### src/buddy_allocator_top_defines.svh
// Assertion macros for the buddy allocator.
// Used by buddy_allocator_top; expects clk_i and rst_ni in scope.
`ifndef BUDDY_ALLOCATOR_TOP_DEFINES_SVH
`define BUDDY_ALLOCATOR_TOP_DEFINES_SVH
`ifndef ASSERT_OFF
`define BAL_ASSERT(lbl, prop) \
  lbl: assert property (@(posedge clk_i) disable iff (!rst_ni) prop) \
    else $error("buddy allocator assertion failed");
`define BAL_ASSERT_IMPL(lbl, ante, cons) `BAL_ASSERT(lbl, (ante) |-> (cons))
`else
`define BAL_ASSERT(lbl, prop)
`define BAL_ASSERT_IMPL(lbl, ante, cons)
`endif
`endif

### src/bal_pkg.sv
// Shared constants, codes and types of the buddy allocator.
// No dependencies.
`timescale 1ns / 1ps
package bal_pkg;
  localparam int MIN_LOG_BLOCK_DEF = 5;
  localparam int MAX_LOG_HEAP_DEF  = 14;
  localparam int REQ_W     = 16;
  localparam int OFF_W     = 14;
  localparam int HDR_W     = 5;
  localparam int ORD_OUT_W = 4;
  localparam int ORD_W     = 5;
  localparam int SIZE_W    = REQ_W + 1;
  localparam int WORD_W    = 32;
  localparam int WORD_LG   = 5;
  localparam logic [HDR_W-1:0] HDR_RESET = 5'd16;

  typedef enum logic [1:0] {
    ST_DONE     = 2'd0,
    ST_NO_SPACE = 2'd1,
    ST_BAD_FREE = 2'd2
  } status_e;

  typedef enum logic {
    OP_ALLOC = 1'b0,
    OP_FREE  = 1'b1
  } opcode_e;

  typedef struct packed {
    logic             too_large;
    logic [ORD_W-1:0] need;
  } need_t;
endpackage

### src/bal_order.sv
// Rounds request plus header up to a block order, registered.
// Depends on bal_pkg.
`timescale 1ns / 1ps
module bal_order #(
  parameter int MIN_LOG_BLOCK = bal_pkg::MIN_LOG_BLOCK_DEF,
  parameter int MAX_LOG_HEAP  = bal_pkg::MAX_LOG_HEAP_DEF
) (
  input  logic                        clk_i,
  input  logic                        en_i,
  input  logic [bal_pkg::REQ_W-1:0]   request_bytes_i,
  input  logic [bal_pkg::HDR_W-1:0]   header_bytes_i,
  output bal_pkg::need_t              need_o
);
  logic [bal_pkg::SIZE_W-1:0] size;
  logic [bal_pkg::SIZE_W-1:0] size_m1;
  logic [bal_pkg::ORD_W-1:0]  len;
  bal_pkg::need_t             need_d;
  bal_pkg::need_t             need_q;

  always_comb begin
    size    = bal_pkg::SIZE_W'(request_bytes_i) + bal_pkg::SIZE_W'(header_bytes_i);
    size_m1 = (size == '0) ? '0 : size - 1'b1;
    len     = '0;
    // bit length of size-1 is the smallest order that holds size
    for (int j = 0; j < bal_pkg::SIZE_W; j++) begin
      if (size_m1[j]) len = bal_pkg::ORD_W'(j + 1);
    end
    need_d.too_large = len > bal_pkg::ORD_W'(MAX_LOG_HEAP);
    need_d.need = (len < bal_pkg::ORD_W'(MIN_LOG_BLOCK)) ?
                  bal_pkg::ORD_W'(MIN_LOG_BLOCK) : len;
  end

  always_ff @(posedge clk_i) begin
    if (en_i) need_q <= need_d;
  end

  assign need_o = need_q;
endmodule

### config.mk
export PLATFORM = sky130hd
export DESIGN_NAME = bal_order
export DESIGN_NICKNAME = d
export VERILOG_FILES = /design/src/buddy_allocator_top_defines.svh /design/src/bal_pkg.sv /design/src/bal_order.sv
export SDC_FILE = /design/constraint.sdc
export NUM_CORES = 1
export LEC_CHECK = 0
export BUFFER_PORTS_ARGS = -buffer_cell sky130_fd_sc_hd__buf_2
export CAP_MARGIN = 20
export CORE_MARGIN = 3
export CORE_UTILIZATION = 45
export CTS_CLUSTER_DIAMETER = 80
export DETAILED_ROUTE_END_ITERATION = 12
export GPL_ROUTABILITY_DRIVEN = 0
export MAX_ROUTING_LAYER = met4
export PLACE_DENSITY = 0.77
export SLEW_MARGIN = 5
export SYNTH_ARGS = -nofsm -noshare
export SYNTH_HDL_FRONTEND = slang
export SYNTH_SLANG_ARGS = --single-unit
### constraint.sdc
create_clock -name clk_i -period 7.75 [get_ports clk_i]
set_input_delay 0.3875 -clock clk_i [delete_from_list [all_inputs] [get_ports clk_i]]
set_output_delay 0.3875 -clock clk_i [all_outputs]
set_load 0.02 [all_outputs]
==> run metrics <==
mapped cell area=1650 sq um; CTS Buf Count=3; Congestion Overflow GR=0; Starting Density=47.9%; Least-Margin Pin Slew=731 ps; final WL=3930 um; first-pass GRT wire length=6690 um; number of flip-flops under the largest register name=6; HPWL Detailed=3180 um; # rows=21; Clock Tree Root=clkbuf_8; Post-CTS Repair Setup Buffers=0; vias in the first global route=1,535; share of layout cells above drive strength 1=20.5%; Max Fclk=275 MHz; DRT iter0 DRCs=99; post-CTS sizing=0; CP endpoint=need_o[0]; Clock transition at path regs=40 ps; initial antenna violation count=0; Final #Nets=276; maximum VDD drop=0.0000532 V; final hold violation count=0; DRC Markers=0; htree depth=1; Synthesized Nets=254; Die Span Y=66.5 um; Hold Buf Count CTS=0; EDFF count, synth=6; post-place instance area=1790 sq um; vias post-DR=1,771; min cycle time layout=3630 ps; Setup crit start kind=input pin; largest net degree at the start of global routing=12; CTS Buffer Depth=2; crit path max fanout=5; final setup vio count=0; pwr dens=110 nW/um^2; TritonCTS clock tree=done; number of distinct library cells after synthesis=56; Leakage=0.692 nW; Via density=6.11; crit path DAT=3590 ps; fin cells=290; syn avg cell area=7.36 sq um; most frequent cells in the layout=buf_2, nor2_1, nand2_1, o21ai_0; All-Layer GR Usage=19.1%; final total power=0.000202 W; synth warn=0; crit path capture type=flop; DR WL/cell=13.6 um; RSZ-0062 raised after global routing=false; ys async rst share=0%; Syn Inst Count=224; Synth Register Bits=6; Layout area overhead=11.2%; max-slew violations=0; setup_tns=0 ps; final instance area=1830 sq um; Final period util=46.9%; post-route ant nets=0; number of fill cells in the layout=333; die width=66.5 um; First-pass DRT Iterations=4; dpl cells=287; Crit Path Category=in2reg; HP Class=in2reg; die area=4430 sq um; Req. time, crit path=7710 ps; Critical path origin=request_bytes_i[0]; clock net sink count=6; # diodes=0; input/output buffers=28; Most used DFF post-synth=edfxtp_1; status=finished clean; I/O pin cnt=29; Core Box Area=3440 sq um; max-cap viol count=0; commonest non-fill, non-tap cell in the layout=buf_2; sequential share of the synthesized area=10.9%; max_slew headroom=50.0%
==> final cells by class <==
class,count,area (sq um),area share (%)
well taps,46,57.6,3.14
flip-flops and latches,6,180,9.83
clock buffers,3,41.3,2.25
multi-input cells,198,1380,75.3
inverters,9,33.8,1.84
repair buffers,28,140,7.65
==> cell families (layout without fill, tap and decap cells) <==
family	count (synthesis)	count (layout)	synth area share, %
AO/OA/AOI/OAI	80	80	38.6
XOR/XNOR	17	17	9.03
adder cells (fa/ha/maj)	7	7	5.77
buffers and inverters	20	40	5.39
flip-flops	6	6	10.9
multiplexers	4	4	2.50
AND/OR/NAND/NOR	90	90	27.8
==> cell usage after synthesis (all sizes together), types with 2 or more instances <==
cell type  count  share of area [%]
or3            5                1.9
a211oi         4                2.6
nand2b         3                1.1
o211ai         7                3.5
a32oi          2                1.1
and2           7                2.7
a211o          3                1.6
nor2          21                4.9
ha             6                4.6
xnor2         11                5.8
inv            9                2.0
nand3         11                3.3
nor3           9                2.7
and3           3                1.1
o21ai         16                5.1
o2111ai        5                2.7
clkbuf         6                1.4
a21o           2               0.91
o211a          3                1.8
a2111oi        3                2.7
a31oi          5                1.9
edfxtp         6                 11
mux2i          3                1.8
o31ai          3                2.3
or2            5                1.9
a21oi          9                2.7
nand4          9                3.4
o21ba          3                1.8
nor2b          2               0.76
buf            5                1.9
xor2           6                3.2
o21a           4                1.8
nand2         13                3.0
==> routing by layer <==
layer / part of all wire (%) / GRT usage [%] / vias to the layer above
met2: 46 / 30.1 / 72
met3: 6.7 / 1.18 / 2
met1: 47 / 27.0 / 796
li1: - / - / 901
met5: 0 / - / -
met4: 0.43 / 3.55 / 0
==> worst max-delay path, cell delays in order <==
cell and delay, ps:
buf_2 80, ha_1 210, inv_1 70, fa_1 410, nor2b_1 230, o31ai_2 140
a2111oi_0 710, or2_2 260, o22ai_1 90, a22o_1 290, o21a_1 110, o2bb2ai_1 200
a211oi_1 100, or3_1 310
==> power by group <==
part | switching (W) | leakage [nW] | total [W] | internal (W)
combinational | 0.0000717 | 0.612 | 0.000116 | 0.0000442
sequential | 0.000000435 | 0.0587 | 0.0000396 | 0.0000391
clock | 0.0000133 | 0.0216 | 0.0000467 | 0.0000333
==> stage by stage <==
step | hold slack (ps) | util [%] | worst slack (ps)
finish | 459 | 53.3 | 4120
global route | 468 | 53.3 | 3840
CTS | 464 | 53.3 | 4170
detailed placement | 693 | 52.1 | 3940
global placement | 686 | 52.1 | 4010
floorplan | 500 | - | 4400
==> how the worst min path moves through the flow <==
stage	startpoint	end	cells past startpoint
2_1_floorplan	en_i	need_o[0]	0
3_3_place_gp	en_i	need_o[1]	1
3_5_place_dp	en_i	need_o[1]	1
4_1_cts	en_i	need_o[1]	1
5_1_grt	en_i	need_o[1]	1
6_report	en_i	need_o[1]	1
Power figures use the tool's default switching activity.
